### src/sv/spr_pkg.sv
package spr_pkg;

	// configuration port
	localparam int CFG_IDX_W  = 3;
	localparam int CFG_DATA_W = 12;

	localparam logic [CFG_IDX_W-1:0] REG_TRAVEL_STEPS = 3'd0;
	localparam logic [CFG_IDX_W-1:0] REG_SLOW_DELAY   = 3'd1;
	localparam logic [CFG_IDX_W-1:0] REG_FAST_DELAY   = 3'd2;
	localparam logic [CFG_IDX_W-1:0] REG_CREEP_DELAY  = 3'd3;
	localparam logic [CFG_IDX_W-1:0] REG_LED_FULL     = 3'd4;
	localparam logic [CFG_IDX_W-1:0] REG_LED_EDGE_EN  = 3'd5;

	// steps near either end of travel that use the edge enable value
	localparam int EDGE_STEPS = 50;

	typedef struct packed {
		logic want_middle;
		logic left_sensor;
		logic middle_sensor;
	} spr_in_t;

	typedef struct packed {
		logic       direction;
		logic       step_pulse;
		logic [7:0] led_level;
		logic       led_enable;
		logic       moving;
	} spr_out_t;

	// ramp divider control and status
	typedef struct packed {
		logic load_prod;
		logic init;
		logic iter;
	} spr_div_ctl_t;

	typedef struct packed {
		logic       busy;
		logic [7:0] quot;
	} spr_div_st_t;

	// microcode
	localparam int UPC_W = 4;

	typedef enum logic [3:0] {
		OP_NOP,
		OP_FETCH,
		OP_IDLE_EVAL,
		OP_MUL,
		OP_DIV_INIT,
		OP_DIV_ITER,
		OP_STEP_EVAL,
		OP_STEP_END,
		OP_WAIT_DEC,
		OP_CREEP_DEC,
		OP_EMIT
	} spr_op_t;

	typedef enum logic [2:0] {
		COND_NONE,
		COND_ALWAYS,
		COND_PH_STEP,
		COND_PH_WAIT,
		COND_PH_CREEP,
		COND_DIV_BUSY,
		COND_I_GE_TOTAL
	} spr_cond_t;

	typedef struct packed {
		spr_op_t           op;
		spr_cond_t         cond;
		logic [UPC_W-1:0]  target;
	} spr_uword_t;

	localparam logic [UPC_W-1:0] UPC_FETCH     = 4'd0;
	localparam logic [UPC_W-1:0] UPC_DISP_STEP = 4'd1;
	localparam logic [UPC_W-1:0] UPC_DISP_WAIT = 4'd2;
	localparam logic [UPC_W-1:0] UPC_DISP_CRP  = 4'd3;
	localparam logic [UPC_W-1:0] UPC_IDLE      = 4'd4;
	localparam logic [UPC_W-1:0] UPC_MUL       = 4'd5;
	localparam logic [UPC_W-1:0] UPC_DIV_INIT  = 4'd6;
	localparam logic [UPC_W-1:0] UPC_DIV_ITER  = 4'd7;
	localparam logic [UPC_W-1:0] UPC_STEP_EVAL = 4'd8;
	localparam logic [UPC_W-1:0] UPC_STEP_END  = 4'd9;
	localparam logic [UPC_W-1:0] UPC_WAIT      = 4'd10;
	localparam logic [UPC_W-1:0] UPC_CREEP     = 4'd11;
	localparam logic [UPC_W-1:0] UPC_EMIT      = 4'd12;

	function automatic spr_uword_t spr_ucode(input logic [UPC_W-1:0] upc);
		spr_uword_t w;
		w = '{op: OP_NOP, cond: COND_ALWAYS, target: UPC_FETCH};
		unique case (upc)
			UPC_FETCH:     w = '{op: OP_FETCH,     cond: COND_NONE,       target: UPC_FETCH};
			UPC_DISP_STEP: w = '{op: OP_NOP,       cond: COND_PH_STEP,    target: UPC_MUL};
			UPC_DISP_WAIT: w = '{op: OP_NOP,       cond: COND_PH_WAIT,    target: UPC_WAIT};
			UPC_DISP_CRP:  w = '{op: OP_NOP,       cond: COND_PH_CREEP,   target: UPC_CREEP};
			UPC_IDLE:      w = '{op: OP_IDLE_EVAL, cond: COND_ALWAYS,     target: UPC_EMIT};
			UPC_MUL:       w = '{op: OP_MUL,       cond: COND_I_GE_TOTAL, target: UPC_STEP_END};
			UPC_DIV_INIT:  w = '{op: OP_DIV_INIT,  cond: COND_NONE,       target: UPC_FETCH};
			UPC_DIV_ITER:  w = '{op: OP_DIV_ITER,  cond: COND_DIV_BUSY,   target: UPC_DIV_ITER};
			UPC_STEP_EVAL: w = '{op: OP_STEP_EVAL, cond: COND_ALWAYS,     target: UPC_EMIT};
			UPC_STEP_END:  w = '{op: OP_STEP_END,  cond: COND_ALWAYS,     target: UPC_EMIT};
			UPC_WAIT:      w = '{op: OP_WAIT_DEC,  cond: COND_ALWAYS,     target: UPC_EMIT};
			UPC_CREEP:     w = '{op: OP_CREEP_DEC, cond: COND_ALWAYS,     target: UPC_EMIT};
			UPC_EMIT:      w = '{op: OP_EMIT,      cond: COND_ALWAYS,     target: UPC_FETCH};
			default:       w = '{op: OP_NOP,       cond: COND_ALWAYS,     target: UPC_FETCH};
		endcase
		return w;
	endfunction

endpackage

### src/sv/spr_if.sv
interface spr_in_if;
	import spr_pkg::*;

	logic    valid;
	logic    ready;
	spr_in_t data;

	modport source(output valid, output data, input ready);
	modport sink(input valid, input data, output ready);
endinterface

interface spr_out_if;
	import spr_pkg::*;

	logic     valid;
	logic     ready;
	spr_out_t data;

	modport source(output valid, output data, input ready);
	modport sink(input valid, input data, output ready);
endinterface

### src/sv/spr_div.sv
module spr_div #(
	parameter int STEP_COUNT_BITS = 12
) (
	input  logic                        clk,
	input  logic                        arst_n,
	input  spr_pkg::spr_div_ctl_t       ctl,
	input  logic [STEP_COUNT_BITS-1:0]  index,
	input  logic [7:0]                  full,
	input  logic [STEP_COUNT_BITS-1:0]  total,
	output spr_pkg::spr_div_st_t        st
);
	import spr_pkg::*;

	localparam int PW = STEP_COUNT_BITS + 8;

	logic [PW-1:0]              prod_q;
	logic [STEP_COUNT_BITS-1:0] rem_q;
	logic [7:0]                 quot_q;
	logic [2:0]                 cnt_q;
	logic                       busy_q;

	logic [7:0]                 prod_lo;
	logic [STEP_COUNT_BITS:0]   trial;
	logic                       fits;

	assign prod_lo = prod_q[7:0];
	assign trial   = {rem_q, prod_lo[cnt_q]};
	assign fits    = trial >= {1'b0, total};

	// index < total keeps the quotient within 8 bits, so the top part starts below total
	always_ff @(posedge clk) begin
		if (ctl.load_prod) begin
			prod_q <= PW'(index) * PW'(full);
		end
		if (ctl.init) begin
			rem_q <= prod_q[PW-1:8];
		end else if (ctl.iter) begin
			rem_q  <= fits ? STEP_COUNT_BITS'(trial - {1'b0, total})
			               : trial[STEP_COUNT_BITS-1:0];
			quot_q <= {quot_q[6:0], fits};
		end
	end

	always_ff @(posedge clk or negedge arst_n) begin
		if (!arst_n) begin
			cnt_q  <= 3'd0;
			busy_q <= 1'b0;
		end else if (ctl.init) begin
			cnt_q  <= 3'd7;
			busy_q <= 1'b1;
		end else if (ctl.iter) begin
			cnt_q  <= cnt_q - 3'd1;
			busy_q <= cnt_q != 3'd0;
		end
	end

	// busy asks for one more iteration after the current one
	assign st.busy = busy_q && (cnt_q != 3'd0);
	assign st.quot = quot_q;

	prop_iter_after_init: assert property (@(posedge clk) disable iff (!arst_n)
		ctl.iter |-> busy_q)
		else $error("divider iterated without init");

	prop_cnt_loaded: assert property (@(posedge clk) disable iff (!arst_n)
		ctl.init |=> cnt_q == 3'd7)
		else $error("divider count not loaded");

	prop_fits_bound: assert property (@(posedge clk) disable iff (!arst_n)
		ctl.iter |-> rem_q < total)
		else $error("divider remainder out of range");

endmodule

### src/sv/stepper_position_ramp_controller.sv
// Stepper ramp controller: one input beat is one microsecond tick, and every tick gives
// exactly one status beat with the motor direction, pulse level, LED level and enable, and
// a moving flag. A microcode sequencer runs each tick through a fixed datapath: a wait
// tick, an idle or creep tick, and a step tick past the end of travel go from the fetch
// straight to their update and emit steps, while a step tick first runs the multiply and
// the 8-iteration restoring divider that forms the LED ramp
// step * led_full_level / travel. A status beat that is not taken stalls the sequencer
// only after the next input beat has been accepted. Configuration writes go through
// cfg_we / cfg_index / cfg_data and act at once; write them only while no tick is pending.
module stepper_position_ramp_controller #(
	parameter int STEP_COUNT_BITS = 12
) (
	input  logic                             clk,
	input  logic                             arst_n,
	input  logic                             cfg_we,
	input  logic [spr_pkg::CFG_IDX_W-1:0]    cfg_index,
	input  logic [spr_pkg::CFG_DATA_W-1:0]   cfg_data,
	spr_in_if.sink                           tick,
	spr_out_if.source                        status
);
	import spr_pkg::*;

	localparam int SCB = STEP_COUNT_BITS;
	localparam int TW  = (SCB > 12) ? SCB : 12;
	localparam int CW  = ((SCB > 8) ? SCB : 8) + 1;

	localparam logic [2:0] PH_IDLE  = 3'd0;
	localparam logic [2:0] PH_STEP  = 3'd1;
	localparam logic [2:0] PH_WAIT  = 3'd2;
	localparam logic [2:0] PH_CREEP = 3'd3;

	// configuration
	logic [11:0] travel_q, slow_q, fast_q, creep_q;
	logic [7:0]  full_q;
	logic        edge_en_q;

	always_ff @(posedge clk or negedge arst_n) begin
		if (!arst_n) begin
			travel_q  <= 12'd1450;
			slow_q    <= 12'd700;
			fast_q    <= 12'd250;
			creep_q   <= 12'd750;
			full_q    <= 8'd245;
			edge_en_q <= 1'b1;
		end else if (cfg_we) begin
			unique case (cfg_index)
				REG_TRAVEL_STEPS: travel_q  <= cfg_data;
				REG_SLOW_DELAY:   slow_q    <= cfg_data;
				REG_FAST_DELAY:   fast_q    <= cfg_data;
				REG_CREEP_DELAY:  creep_q   <= cfg_data;
				REG_LED_FULL:     full_q    <= cfg_data[7:0];
				REG_LED_EDGE_EN:  edge_en_q <= cfg_data[0];
				default: ;
			endcase
		end
	end

	// sequencer and state
	logic [UPC_W-1:0] upc_q;
	logic [2:0]       phase_q;
	logic [SCB-1:0]   step_index_q;
	logic [11:0]      delay_q;
	logic             pulse_q, dir_q, enable_q;
	logic [7:0]       level_q;
	spr_in_t          tick_q;
	spr_out_t         out_q;
	logic             out_valid_q;

	spr_uword_t       uw;
	logic             take, stall;
	spr_div_ctl_t     div_ctl;
	spr_div_st_t      div_st;

	// datapath
	logic [TW-1:0]    travel_ext, cap_ext;
	logic [SCB-1:0]   total, half, mid_gap, idx_next;
	logic [TW-1:0]    dd;
	logic [11:0]      step_dly;
	logic [CW-1:0]    i_ext, total_ext, edge_ext;
	logic             at_left, at_mid, arrived, step_en;
	logic [7:0]       step_level;
	logic [11:0]      delay_dec;

	assign travel_ext = TW'(travel_q);
	assign cap_ext    = TW'((1 << SCB) - 1);
	assign total      = (travel_ext > cap_ext) ? SCB'(cap_ext) : SCB'(travel_ext);
	assign half       = total >> 1;
	assign mid_gap    = (half > step_index_q) ? half - step_index_q : step_index_q - half;
	assign idx_next   = step_index_q + SCB'(1);

	always_comb begin
		dd = TW'(mid_gap);
		if (dd > TW'(slow_q)) begin
			dd = TW'(slow_q);
		end
		if (dd < TW'(fast_q)) begin
			dd = TW'(fast_q);
		end
	end
	assign step_dly = dd[11:0];

	assign i_ext     = CW'(step_index_q);
	assign total_ext = CW'(total);
	assign edge_ext  = CW'(EDGE_STEPS);

	assign at_left    = !tick_q.left_sensor;
	assign at_mid     = !tick_q.middle_sensor;
	assign arrived    = dir_q ? at_mid : at_left;
	assign step_level = dir_q ? full_q - div_st.quot : div_st.quot;
	assign step_en    = dir_q ? ((i_ext + edge_ext > total_ext) ? edge_en_q : 1'b1)
	                          : ((i_ext < edge_ext) ? edge_en_q : 1'b1);
	assign delay_dec  = (delay_q != 12'd0) ? delay_q - 12'd1 : delay_q;

	assign uw = spr_ucode(upc_q);

	always_comb begin
		case (uw.cond)
			COND_ALWAYS:     take = 1'b1;
			COND_PH_STEP:    take = phase_q == PH_STEP;
			COND_PH_WAIT:    take = phase_q == PH_WAIT;
			COND_PH_CREEP:   take = phase_q == PH_CREEP;
			COND_DIV_BUSY:   take = div_st.busy;
			COND_I_GE_TOTAL: take = step_index_q >= total;
			default:         take = 1'b0;
		endcase
	end

	assign stall = ((uw.op == OP_FETCH) && !tick.valid) ||
	               ((uw.op == OP_EMIT) && out_valid_q && !status.ready);

	assign div_ctl.load_prod = uw.op == OP_MUL;
	assign div_ctl.init      = uw.op == OP_DIV_INIT;
	assign div_ctl.iter      = uw.op == OP_DIV_ITER;

	spr_div #(.STEP_COUNT_BITS(SCB)) u_div (
		.clk    (clk),
		.arst_n (arst_n),
		.ctl    (div_ctl),
		.index  (step_index_q),
		.full   (full_q),
		.total  (total),
		.st     (div_st)
	);

	always_ff @(posedge clk or negedge arst_n) begin
		if (!arst_n) begin
			upc_q <= UPC_FETCH;
		end else if (!stall) begin
			upc_q <= take ? uw.target : upc_q + UPC_W'(1);
		end
	end

	always_ff @(posedge clk) begin
		if (uw.op == OP_FETCH && tick.valid) begin
			tick_q <= tick.data;
		end
		if (uw.op == OP_EMIT && !stall) begin
			out_q <= '{direction: dir_q, step_pulse: pulse_q, led_level: level_q,
			           led_enable: enable_q, moving: phase_q != PH_IDLE};
		end
	end

	always_ff @(posedge clk or negedge arst_n) begin
		if (!arst_n) begin
			out_valid_q <= 1'b0;
		end else if (uw.op == OP_EMIT && !stall) begin
			out_valid_q <= 1'b1;
		end else if (status.ready) begin
			out_valid_q <= 1'b0;
		end
	end

	always_ff @(posedge clk or negedge arst_n) begin
		if (!arst_n) begin
			phase_q      <= PH_IDLE;
			step_index_q <= '0;
			delay_q      <= 12'd0;
			pulse_q      <= 1'b0;
			dir_q        <= 1'b0;
			level_q      <= 8'd0;
			enable_q     <= 1'b0;
		end else begin
			case (uw.op)
				OP_IDLE_EVAL: begin
					phase_q <= PH_IDLE;
					if ((!tick_q.want_middle && !at_left) || (tick_q.want_middle && !at_mid)) begin
						dir_q <= tick_q.want_middle;
						if (tick_q.want_middle ? at_left : at_mid) begin
							// known end stop: counted move
							level_q      <= tick_q.want_middle ? full_q : 8'd0;
							step_index_q <= '0;
							phase_q      <= (total == '0) ? PH_IDLE : PH_STEP;
						end else begin
							// position unknown: single creep step
							pulse_q <= !pulse_q;
							delay_q <= creep_q;
							phase_q <= (creep_q == 12'd0) ? PH_IDLE : PH_CREEP;
						end
					end else if (!tick_q.want_middle) begin
						level_q <= full_q;
					end else begin
						level_q  <= 8'd0;
						enable_q <= edge_en_q;
					end
				end
				OP_STEP_EVAL: begin
					level_q  <= step_level;
					enable_q <= step_en;
					if (arrived) begin
						phase_q <= PH_IDLE;
					end else begin
						pulse_q      <= !pulse_q;
						step_index_q <= idx_next;
						if (step_dly == 12'd0) begin
							phase_q <= (idx_next >= total) ? PH_IDLE : PH_STEP;
						end else begin
							delay_q <= step_dly;
							phase_q <= PH_WAIT;
						end
					end
				end
				OP_STEP_END: begin
					phase_q <= PH_IDLE;
				end
				OP_WAIT_DEC: begin
					delay_q <= delay_dec;
					if (delay_dec == 12'd0) begin
						phase_q <= (step_index_q >= total) ? PH_IDLE : PH_STEP;
					end
				end
				OP_CREEP_DEC: begin
					delay_q <= delay_dec;
					if (delay_dec == 12'd0) begin
						phase_q <= PH_IDLE;
					end
				end
				default: ;
			endcase
		end
	end

	assign tick.ready   = uw.op == OP_FETCH;
	assign status.valid = out_valid_q;
	assign status.data  = out_q;

	prop_one_tick: assert property (@(posedge clk) disable iff (!arst_n)
		tick.valid && tick.ready |=> !tick.ready)
		else $error("second tick taken before the first was evaluated");

	prop_step_in_range: assert property (@(posedge clk) disable iff (!arst_n)
		uw.op == OP_STEP_EVAL |-> step_index_q < total)
		else $error("step evaluated past the end of travel");

	prop_ramp_bound: assert property (@(posedge clk) disable iff (!arst_n)
		uw.op == OP_STEP_EVAL |-> div_st.quot <= full_q)
		else $error("led ramp exceeds full level");

	prop_emit_source: assert property (@(posedge clk) disable iff (!arst_n)
		$rose(out_valid_q) |-> $past(uw.op == OP_EMIT))
		else $error("status beat raised outside emit step");

endmodule

### src/flat_wrapper.sv
// flat-port wrapper written by rule: the top's interface ports become plain ports
module stepper_position_ramp_controller_flat import spr_pkg::*;
#(
	parameter int STEP_COUNT_BITS = 12
)
  (clk, arst_n, cfg_we, cfg_index, cfg_data, tick_valid, tick_data, tick_ready, status_valid, status_data, status_ready);
  spr_in_if tick_i ();
  spr_out_if status_i ();
  input  logic clk;
  input  logic arst_n;
  input  logic cfg_we;
  input  logic [spr_pkg::CFG_IDX_W-1:0] cfg_index;
  input  logic [spr_pkg::CFG_DATA_W-1:0] cfg_data;
  input wire logic [$bits(tick_i.valid)-1:0] tick_valid;
  input wire logic [$bits(tick_i.data)-1:0] tick_data;
  output wire logic [$bits(tick_i.ready)-1:0] tick_ready;
  output wire logic [$bits(status_i.valid)-1:0] status_valid;
  output wire logic [$bits(status_i.data)-1:0] status_data;
  input wire logic [$bits(status_i.ready)-1:0] status_ready;
  assign tick_i.valid = tick_valid;
  assign tick_i.data = tick_data;
  assign tick_ready = tick_i.ready;
  assign status_valid = status_i.valid;
  assign status_data = status_i.data;
  assign status_i.ready = status_ready;
  stepper_position_ramp_controller #(.STEP_COUNT_BITS(STEP_COUNT_BITS)) u_core (.clk(clk), .arst_n(arst_n), .cfg_we(cfg_we), .cfg_index(cfg_index), .cfg_data(cfg_data), .tick(tick_i), .status(status_i));
endmodule
### config.mk
export PLATFORM = sky130hd
export DESIGN_NAME = stepper_position_ramp_controller_flat
export DESIGN_NICKNAME = d
export VERILOG_FILES = /design/src/sv/spr_pkg.sv /design/src/sv/spr_if.sv /design/src/sv/spr_div.sv /design/src/sv/stepper_position_ramp_controller.sv /design/src/flat_wrapper.sv
export SDC_FILE = /design/constraint.sdc
export NUM_CORES = 1
export LEC_CHECK = 0
export ABC_AREA = 0
export CORE_UTILIZATION = 60
export CTS_CLUSTER_DIAMETER = 200
export DETAILED_ROUTE_END_ITERATION = 10
export DONT_BUFFER_PORTS = 1
export GPL_TIMING_DRIVEN = 1
export PLACE_DENSITY = 0.76
export SYNTH_ARGS = -nofsm -noshare
export SYNTH_HDL_FRONTEND = slang
export SYNTH_SLANG_ARGS = --single-unit
### constraint.sdc
create_clock -name clk -period 8.5 [get_ports clk]
set_clock_uncertainty 0.15 [all_clocks]
set_input_delay 0.425 -clock clk [delete_from_list [all_inputs] [get_ports clk]]
set_output_delay 0.425 -clock clk [all_outputs]
set_load 0.005 [all_outputs]
== Word level (Yosys, flattened, before mapping) ==
Memories as Yosys holds them, arrays and structs flattened.
Cells that the tools add are included.

* Shifts and indexed selects: 0
* Equality and inequality tests: 34
* Divide/modulo/power cells: 0
* Reductions and logical operators: 45
* Bitwise operators: 1
* Multiply operators: 1
* Add/sub/neg operators: 9
* Order comparisons: 10
* Muxes and demuxes: 56

{| class="wikitable"
|+ Operator list
! cell !! number
|-
| $mux 12 || 15
|-
| $logic_not 12->1 || 4
|-
| $mux 8 || 5
|-
| $pmux 12 s3 || 1
|-
| $ge 12x12->1 || 2
|-
| $mux 3 || 8
|-
| $pmux 12 s2 || 1
|-
| $mul 12x8->20 || 1
|-
| $eq 3x2->1 const B || 6
|-
| $mux 1 || 18
|-
| $reduce_and 2->1 || 9
|-
| $eq 4x3->1 const B || 4
|-
| $pmux 8 s2 || 1
|-
| $eq 3x3->1 const B || 5
|-
| $pmux 3 s5 || 1
|-
| $add 12x6->13 const B || 1
|-
| $ge 13x12->1 || 1
|-
| $gt 13x12->1 || 1
|-
| $add 12x1->12 const B || 1
|-
| $eq 4x4->1 const B || 3
|-
| $gt 11x12->1 || 1
|-
| $gt 12x12->1 || 1
|-
| $gt 12x12->1 const B || 1
|-
| $lt 12x12->1 || 1
|-
| other kinds (33) || 64
|}

* Memories: 1
* Output and inout bits: 14
* Input port bits: 23
* RAM bits: 0
* Latch bits: 0
* Flip-flop bits (word level): 159
* Word-level logic and storage cells: 185
* ROM bits: 176

{| class="wikitable"
|+ Memory list
! memory !! words !! bits a word !! read ports !! clocked after memory_dff !! write ports !! RTL line !! source
|-
| (name not given) || 16 || 11 || 1 || 0 || 0 || spr_pkg.sv:93 || <nowiki>unique case (upc)</nowiki>
|}

== Depth between registers and ports, before layout ==
Gate-level depths: netlist (run 1).

* Depth after elaboration: 12
* Mapped depth: 32
* Depth with buffers taken out: 29

== By module ==
A second synthesis (run 1) with hierarchy kept.

* Cell total of the unflattened synthesis: 1646
* Area total of the unflattened synthesis: 14960.6 um^2

{| class="wikitable"
|+ Modules (own cells, without submodules)
! module !! area each (um^2) !! seq. area each (um^2) !! instances !! cells an instance
|-
| stepper_position_ramp_controller || 9377.7 || 2967.8 || 1 || 1061
|-
| spr_div || 5582.9 || 1301.2 || 1 || 585
|}

== Worst setup path after synthesis (run 1) ==
OpenSTA, ideal clock, no wires.

* Path kind: reg2reg
* From: register u_core.travel_q[1], in the netlist u_core.travel_ext[1]
* To: register u_core.delay_q[10]
* Path buffers: 3
* Library setup time: 0.125 ns
* Period minus slack after synthesis: 7.332 ns
* Data required time: 8.225 ns
* Cell stages (with the launch flop): 30
* Arrival time: 7.057 ns
* Slack: 1.168 ns
* Path through: dfstp_2 > inv_1 > ha_1 > fa_1 > nand3b_2 > a21oi_4 > o311a_4 > o21ai_0 > or2_2 > xnor2_1 > ha_1 > a21oi_1 > o21ai_0 > a221oi_1 > a21o_1 > clkbuf_1 > clkbuf_1 > mux2_2 > ha_1 > nand4_1 > nor2_1 > nand4_1 > a21o_1 > o31ai_1 > o21ai_0 > a2111o_1 > o41ai_4 > a21oi_2 > buf_6 > mux2_4

* Longest elaborated chain between the ends: 11
* Elaborated cells on any way between the ends: 16
* Classes of those cells: 2 x add/sub; 4 x order compare; 1 x eq/ne; 7 x mux; 2 x reduce/logical

{| class="wikitable"
|+ Ends and longest elaborated chain
! item !! RTL line !! source
|-
| from (decl) || stepper_position_ramp_controller.sv:33 || <nowiki>logic [11:0] travel_q, slow_q, fast_q, creep_q;</nowiki>
|-
| from (signal assigned) || stepper_position_ramp_controller.sv:47 || <nowiki>REG_TRAVEL_STEPS: travel_q <= cfg_data;</nowiki>
|-
| $gt 12x12->1 || stepper_position_ramp_controller.sv:86 || <nowiki>assign total = (travel_ext > cap_ext) ? SCB'(cap_ext) : SCB'(travel_ext);</nowiki>
|-
| $mux 12 * || stepper_position_ramp_controller.sv:86 ||
|-
| $sub 12x11->12, or another cell as far along || stepper_position_ramp_controller.sv:88 || <nowiki>assign mid_gap = (half > step_index_q) ? half - step_index_q : step_index_q - half;</nowiki>
|-
| $mux 12 * || stepper_position_ramp_controller.sv:88 ||
|-
| $gt 12x12->1 || stepper_position_ramp_controller.sv:93 || <nowiki>if (dd > TW'(slow_q)) begin</nowiki>
|-
| $mux 12 * || stepper_position_ramp_controller.sv:93 ||
|-
| $lt 12x12->1 || stepper_position_ramp_controller.sv:96 || <nowiki>if (dd < TW'(fast_q)) begin</nowiki>
|-
| $mux 12 * || stepper_position_ramp_controller.sv:96 ||
|-
| $logic_not 12->1 or $mux 12 (tied branches) || stepper_position_ramp_controller.sv:214 || <nowiki>if (step_dly == 12'd0) begin</nowiki>
|-
| $ne 2x2->1 (no source line) or $mux 12 (tied branches) || n/a ||
|-
| $reduce_and 5->1 (no source line) or $pmux 12 s3 (tied branches) || n/a ||
|-
| to (signal assigned) || stepper_position_ramp_controller.sv:217 || <nowiki>delay_q <= step_dly;</nowiki>
|-
| to (signal assigned) || stepper_position_ramp_controller.sv:226 || <nowiki>delay_q <= delay_dec;</nowiki>
|-
| to (signal assigned) || stepper_position_ramp_controller.sv:232 || <nowiki>delay_q <= delay_dec;</nowiki>
|-
| to (decl) || stepper_position_ramp_controller.sv:62 || <nowiki>logic [11:0] delay_q;</nowiki>
|}

Every way passes the cells marked *; elsewhere a longest branch is shown, timed or not. The select of a mux whose other input is x is not followed.
A chain may end at the register's enable or synchronous reset.

== Final worst setup path (run 1) ==
* From: register u_core.travel_q[1], in the netlist u_core.travel_ext[1]
* To: register u_core.delay_q[5]

Same word-level chain as after synthesis.

==> results.toml, run 1 <==
[place]
dp_hpwl_microns = 29970
dp_slack_ns = 0.5056
place_inst = 1904
port_buffers = 0
place_congestion = 0.9751

[synth]
ys_types = 87
yosysWarnings = 0
synth_edf_count = 55
ys_seq_area_share_pct = 29.34
async_flop_share_pct = 65.19
avgSynthCellArea_sq_um = 8.923
syn_area_sq_um = 14550
synth_nets = 1870
ys_ff_latch = 158
syn-instance-count = 1631
ys.flop_type = "dfrtp_1"

[grt]
grt_pass1_vias = 12000
overflow = 0
grt_pass1_wl_microns = 63800
grt_max_degree = 104
antenna_found_initial = 1
track_usage_pct = 33.47

[worst_setup_path]
cpPeakStageDelay_ns = 0.58
end_kind = "register"
critPathBufInv = 2
path_delay_family = "compound AO/OA/AOI/OAI gates"
critPathArrivalTime_ns = 8.17
criticalPathCategory = "register to register"
slowest_stage = "dfstp_2"
crit_path_start_kind = "register"
required_ns = 8.67
crit_path_max_fanout = 22

[detailed_routing]
wire_per_inst_microns = 20.28
first_pass_iters = 6
ant_nets = 0
drc = 0
vias = 12300
via_per_inst = 6.289
wl_microns = 39680
drtIter0Drc = 921

[min_path]
min_path_type = "primary input to register"

[floorplanning]
die-area_sq_um = 24880
die_x_microns = 157.7
die_y_microns = 157.7
rows = 56
core_sq_um = 23610
io_pins = 37
start_util_pct = 61.63

[clock_tree]
cts_made_buffers = 17
clock_latency_ns = 0.45
post-cts-setup-buffers = 0
clockBufferDepth = 2
clockRootBuffer = "clkbuf_16"
clk_pin_slew_worst_paths_ns = 0.07
cts_sinks = 158
htreeDepth = 4
tritoncts = "done"

[layout]
regArea_sq_um = 4269
drive_gt1_share_pct = 9.358
multi_input_area_sq_um = 9404
syn_to_final_growth_pct = 7.660
utilization_pct = 66.35
final-instance-count-excl-fill = 1956
nFillCells = 1922
nets = 1861

[sta]
relSlewSlack_pct = 16.77
setup-violations-final = 0
setup_tns_ns = 0
min_period_over_period_pct = 94.05
rsz0062_at_grt = "false"
fin_ws_ns = 0.5060
report.final.slew_viol_count = 0
tightestPinTransition_ns = 1.239
fmax_ghz = 0.1251
hold_viol = 0
period_needed_ns = 7.994

[run_status]
status = "finished, final reports clean"

[power]
ir_worst_vdd_mv = 0.1411
p_leak_nw = 7.065
power_per_cell_area_nw_per_um2 = 277.6
p_total_mw = 4.350

[job]
cap_viol_max_count = 0
-- registers in the layout, indices dropped and copies added (netlist names), 12 cells and up --
name and count:
u_core.status.data 12, u_core.travel_ext 12, u_core.step_index_q 12, u_core.delay_q 12, u_core.fast_q 12, u_core.u_div.prod_q 20, u_core.u_div.rem_q 12, u_core.creep_q 12
u_core.slow_q 12
-- cells in the final DEF, fill, tap and decap left out, types with 12 or more instances in the layout --
master,instances
a31oi_1,24
buf_4,22
nand3_1,45
xnor2_1,42
dfrtp_1,71
nor2b_1,14
o31ai_1,12
dlygate4sd3_1,17
inv_1,166
and2_1,44
dfstp_2,32
nand2b_1,15
clkbuf_16,17
nor4_1,20
xor2_1,15
nand4_1,24
mux2i_1,24
a21oi_1,84
fa_1,64
o21a_1,15
nor3_1,23
nand2_1,168
nor2_1,123
edfxtp_1,55
mux2_2,28
o21ai_0,124
ha_1,152
a21o_1,20
-- layer usage --
metal | vias up | GRT usage, % | part of all wire (%)
li1 | 5709 | - | -
met1 | 6036 | 44.00 | 43
met2 | 452 | 54.63 | 47
met3 | 105 | 5.530 | 6.4
met4 | 0 | 14.05 | 3.8
met5 | - | 0 | 0
-- cell usage after synthesis, types with 6 or more instances --
cell type | instances | share of area (%)
a21oi_1 | 85 | 2.9
dfrtp_1 | 71 | 12
or3_1 | 8 | 0.34
and3_1 | 7 | 0.30
or2_2 | 8 | 0.34
or4_1 | 6 | 0.31
fa_1 | 64 | 8.8
mux2_2 | 28 | 2.2
nand4_1 | 24 | 1.0
o31ai_1 | 13 | 0.67
and2_1 | 44 | 1.9
a21o_1 | 21 | 1.1
edfxtp_1 | 55 | 11
a211oi_1 | 6 | 0.31
xor2_1 | 15 | 0.90
o21a_1 | 15 | 0.77
a21boi_0 | 8 | 0.41
o21ai_0 | 124 | 4.3
nor4_1 | 20 | 0.86
inv_1 | 166 | 4.3
nand2_1 | 168 | 4.3
nand2b_1 | 15 | 0.64
dfstp_2 | 32 | 5.8
a31oi_1 | 24 | 1.0
mux2i_1 | 24 | 1.7
clkbuf_1 | 57 | 1.5
nor3b_1 | 8 | 0.41
nor3_1 | 23 | 0.79
nor2_1 | 124 | 3.2
ha_1 | 152 | 13
nand3_1 | 45 | 1.5
nor2b_1 | 14 | 0.60
xnor2_1 | 42 | 2.5
-- final cells by class --
class	instances	share of cell area [%]
antenna	2	0.03194
clock inverter	15	1.142
sequential	158	27.25
timing repair buffer	40	2.316
multi-input combinational	1239	60.02
inverter	166	3.977
tap	319	2.548
clock buffer	17	2.715
-- cell families after synthesis --
group,Yosys count,share of synthesized area [%]
simple gates,530,17.69
compound gates,375,16.70
buf+inv,234,6.173
fa+ha+maj,216,21.87
flops,158,29.34
mux,61,4.797
xor+xnor,57,3.430
-- per-stage QoR --
stage	hold WS, ns	cell area (sq um)
after global placement	-0.01855	14850
after global routing	0.05419	15670
after detailed placement	-0.01814	14850
after floorplan	-0.02059	14550
after CTS	0.03791	15660
final	0.04879	15670
-- path summary, 6_finish.rpt --
kind / start / to / slack [ns] / depth (start not counted)
min in group asynchronous: arst_n / u_core.step_index_q[2]$_DFFE_PN0P_ / 0.53 / 2
hold / removal: cfg_index[0] / u_core.edge_en_q$_DFFE_PN1P_ / 0.05 / 2
setup / recovery: u_core.travel_ext[1]$_DFFE_PN1P_ / u_core.delay_q[5]$_DFFE_PN0P_ / 0.51 / 27
setup reg to reg: u_core.travel_ext[1]$_DFFE_PN1P_ / u_core.delay_q[5]$_DFFE_PN0P_ / 0.51 / 27
hold reg to reg: u_core.level_q[1]$_DFFE_PN0P_ / u_core.status.data[3]$_DFFE_PP_ / 0.30 / 0
max in group asynchronous: arst_n / u_core.full_q[2]$_DFFE_PN1P_ / 7.28 / 2
-- power by group --
group / switching [mW] / internal (mW)
registers: 0.254 / 1.06
logic: 1.34 / 0.893
clock network: 0.398 / 0.403
total: 1.99 / 2.36
-- repair_timing --
action,in CTS,in global routing
hold buffers,18,0
gates resized for setup,0,3
endpoints found under the setup margin,0,4
hold endpoints to repair,164,0
Power figures use the tool's default switching activity.
==> run 2: changes to the inputs <==
- CORE_ASPECT_RATIO: unset -> 0.9
- HOLD_SLACK_MARGIN: unset -> 0.03
==> run 2 against run 1 <==
  * The flow now finishes with violations (DRC)
  * Core utilization down 0.14 points
  * Non-clock buffer count unchanged
  * Worst setup slack gained 0.069 ns
  * Critical path depth did not move
  * Maximum frequency rose by 0.87%
  * Critical endpoint is now u_core.delay_q[3]$_DFFE_PN0P_
  * Largest cell class unchanged
==> results.toml, run 2 (synthesis results as in run 1) <==
[detailed_routing]
wl_microns = 39590
via_per_inst = 6.306
drc = 2
vias = 12220
ant_nets = 0
first_pass_iters = 9
drtIter0Drc = 1161
wire_per_inst_microns = 20.44

[grt]
busiest_layer = "met2"
use_met2_pct = 52.74
track_usage_pct = 33.23
grt_util_met1_pct = 45.25
antenna_found_initial = 1
grt_pass1_vias = 11890
met3_usage_pct = 6.453
overflow = 0
grt_max_degree = 104
grt_pass1_wl_microns = 63960

[sta]
tightestPinTransition_ns = 1.292
setup_tns_ns = 0
fmax_ghz = 0.1262
min_period_over_period_pct = 93.23
setup-violations-final = 0
relSlewSlack_pct = 13.21
rsz0062_at_grt = "false"
hold_viol = 0
report.final.slew_viol_count = 0
period_needed_ns = 7.925
fin_ws_ns = 0.5753

[worst_setup_path]
end_kind = "register"
rr_endpoint = "u_core.delay_q[3]$_DFFE_PN0P_"
worstReg2RegStart = "u_core.travel_ext[1]$_DFFE_PN1P_"
crit_path_max_fanout = 12
required_ns = 8.69
criticalPathCategory = "register to register"
r2r_slack_ns = 0.58
reg2reg_depth = 27
crit_path_start_kind = "register"
critPathArrivalTime_ns = 8.11

[place]
dp_slack_ns = 0.4978
port_buffers = 0
place_congestion = 0.9604
place_area_sq_um = 14830
place_inst = 1886
dp_hpwl_microns = 30040

[clock_tree]
cts_made_buffers = 17
clockBufferDepth = 2
post-cts-setup-buffers = 0
clock_latency_ns = 0.46
clockRootBuffer = "clkbuf_16"
cts_sinks = 158
htreeDepth = 4
tritoncts = "done"
clk_pin_slew_worst_paths_ns = 0.07

[power]
p_total_mw = 4.311
ir_worst_vdd_mv = 0.1572
p_leak_nw = 7.056
power_per_cell_area_nw_per_um2 = 275.8

[run_status]
violations = "DRC"
status = "finished, violations left"

[floorplanning]
start_util_pct = 61.64
rows = 53
die_x_microns = 166.2
io_pins = 37
core_sq_um = 23610
die-area_sq_um = 24880
die_y_microns = 149.7

[layout]
final_cell_mix = "nand2_1, inv_1, ha_1, o21ai_0, nor2_1"
final_common_cell = "nand2_1"
nets = 1861
drive_gt1_share_pct = 9.297
nFillCells = 1886
syn_to_final_growth_pct = 7.403
design_area_sq_um = 15630
diodes = 0
final-instance-count-excl-fill = 1937
largest-register = "u_core.u_div.prod_q"
largest_register_ffs = 20

[min_path]
hold_end = "u_core.edge_en_q$_DFFE_PN1P_"
min_from = "cfg_index[1]"
whs_path_depth = 3
min_path_type = "primary input to register"

[job]
cap_viol_max_count = 0
==> run 2: final cells by class <==
type                    instances  area, sq um  share of cell area (%)
flip-flops and latches        158         4269                   27.31
well taps                     302        377.9                   2.418
clock buffers                  17        425.4                   2.722
clock inverters                15        166.4                   1.065
inverters                     166        623.1                   3.987
repair buffers                 40        365.4                   2.337
multi-input cells            1239         9403                   60.16
==> run 2: report_power, final <==
group	total, mW	switching [mW]	internal (mW)
sequential	1.32	0.257	1.06
combinational	2.22	1.33	0.885
clock	0.777	0.383	0.394
total	4.31	1.97	2.34
==> run 2: critical path, cell delays in order (launching register included) <==
cell	delay [ns]
dfstp_2	0.59
inv_1	0.16
ha_1	0.27
fa_1	0.46
nand3b_2	0.28
a21oi_4	0.24
o311a_4	0.30
o21ai_4	0.10
mux2i_1	0.36
xor2_1	0.19
ha_1	0.28
a21oi_1	0.14
o21ai_0	0.14
a221oi_1	0.51
a21oi_2	0.27
a2111oi_0	0.49
a221o_1	0.28
ha_1	0.18
nand4_1	0.09
nor2_1	0.15
nand4_1	0.12
a21o_1	0.17
o31ai_2	0.20
o21ai_0	0.15
a2111o_1	0.35
o41ai_4	0.53
a21oi_2	0.28
mux2_1	0.38
==> run 2: how the worst max path moves through the flow <==
stage	from	to	slack, ns	cells after the start
2_1_floorplan	u_core.travel_ext[1]$_DFFE_PN1P_	u_core.delay_q[10]$_DFFE_PN0P_	1.17	29
3_3_place_gp	u_core.travel_ext[1]$_DFFE_PN1P_	u_core.delay_q[3]$_DFFE_PN0P_	0.69	28
3_5_place_dp	u_core.travel_ext[1]$_DFFE_PN1P_	u_core.delay_q[3]$_DFFE_PN0P_	0.50	28
4_1_cts	u_core.travel_ext[1]$_DFFE_PN1P_	u_core.delay_q[3]$_DFFE_PN0P_	0.47	28
5_1_grt	u_core.travel_ext[1]$_DFFE_PN1P_	u_core.delay_q[3]$_DFFE_PN0P_	0.12	27
6_report	u_core.travel_ext[1]$_DFFE_PN1P_	u_core.delay_q[3]$_DFFE_PN0P_	0.58	27
==> run 2: timing repair <==
action,in CTS,in global routing
hold buffers,19,0
endpoints found under the setup margin,0,11
resized for setup,0,2
endpoints found under the hold margin,164,0
==> run 2: per-stage QoR <==
| step | utilization, % | hold WS, ns |
|---|---|---|
| after global placement | 62.80 | -0.01602 |
| after CTS | 66.19 | 0.07080 |
| after global routing | 66.21 | 0.07816 |
| after detailed placement | 62.80 | -0.01556 |
| final | 66.21 | 0.07667 |
| after floorplan | - | -0.02059 |
==> run 2: routing by layer <==
| metal | vias to the layer above | share of wire, % |
|---|---|---|
| li1 | 5712 | - |
| met1 | 5966 | 44 |
| met2 | 462 | 46 |
| met3 | 73 | 7.4 |
| met4 | 2 | 2.8 |
| met5 | - | 0.028 |
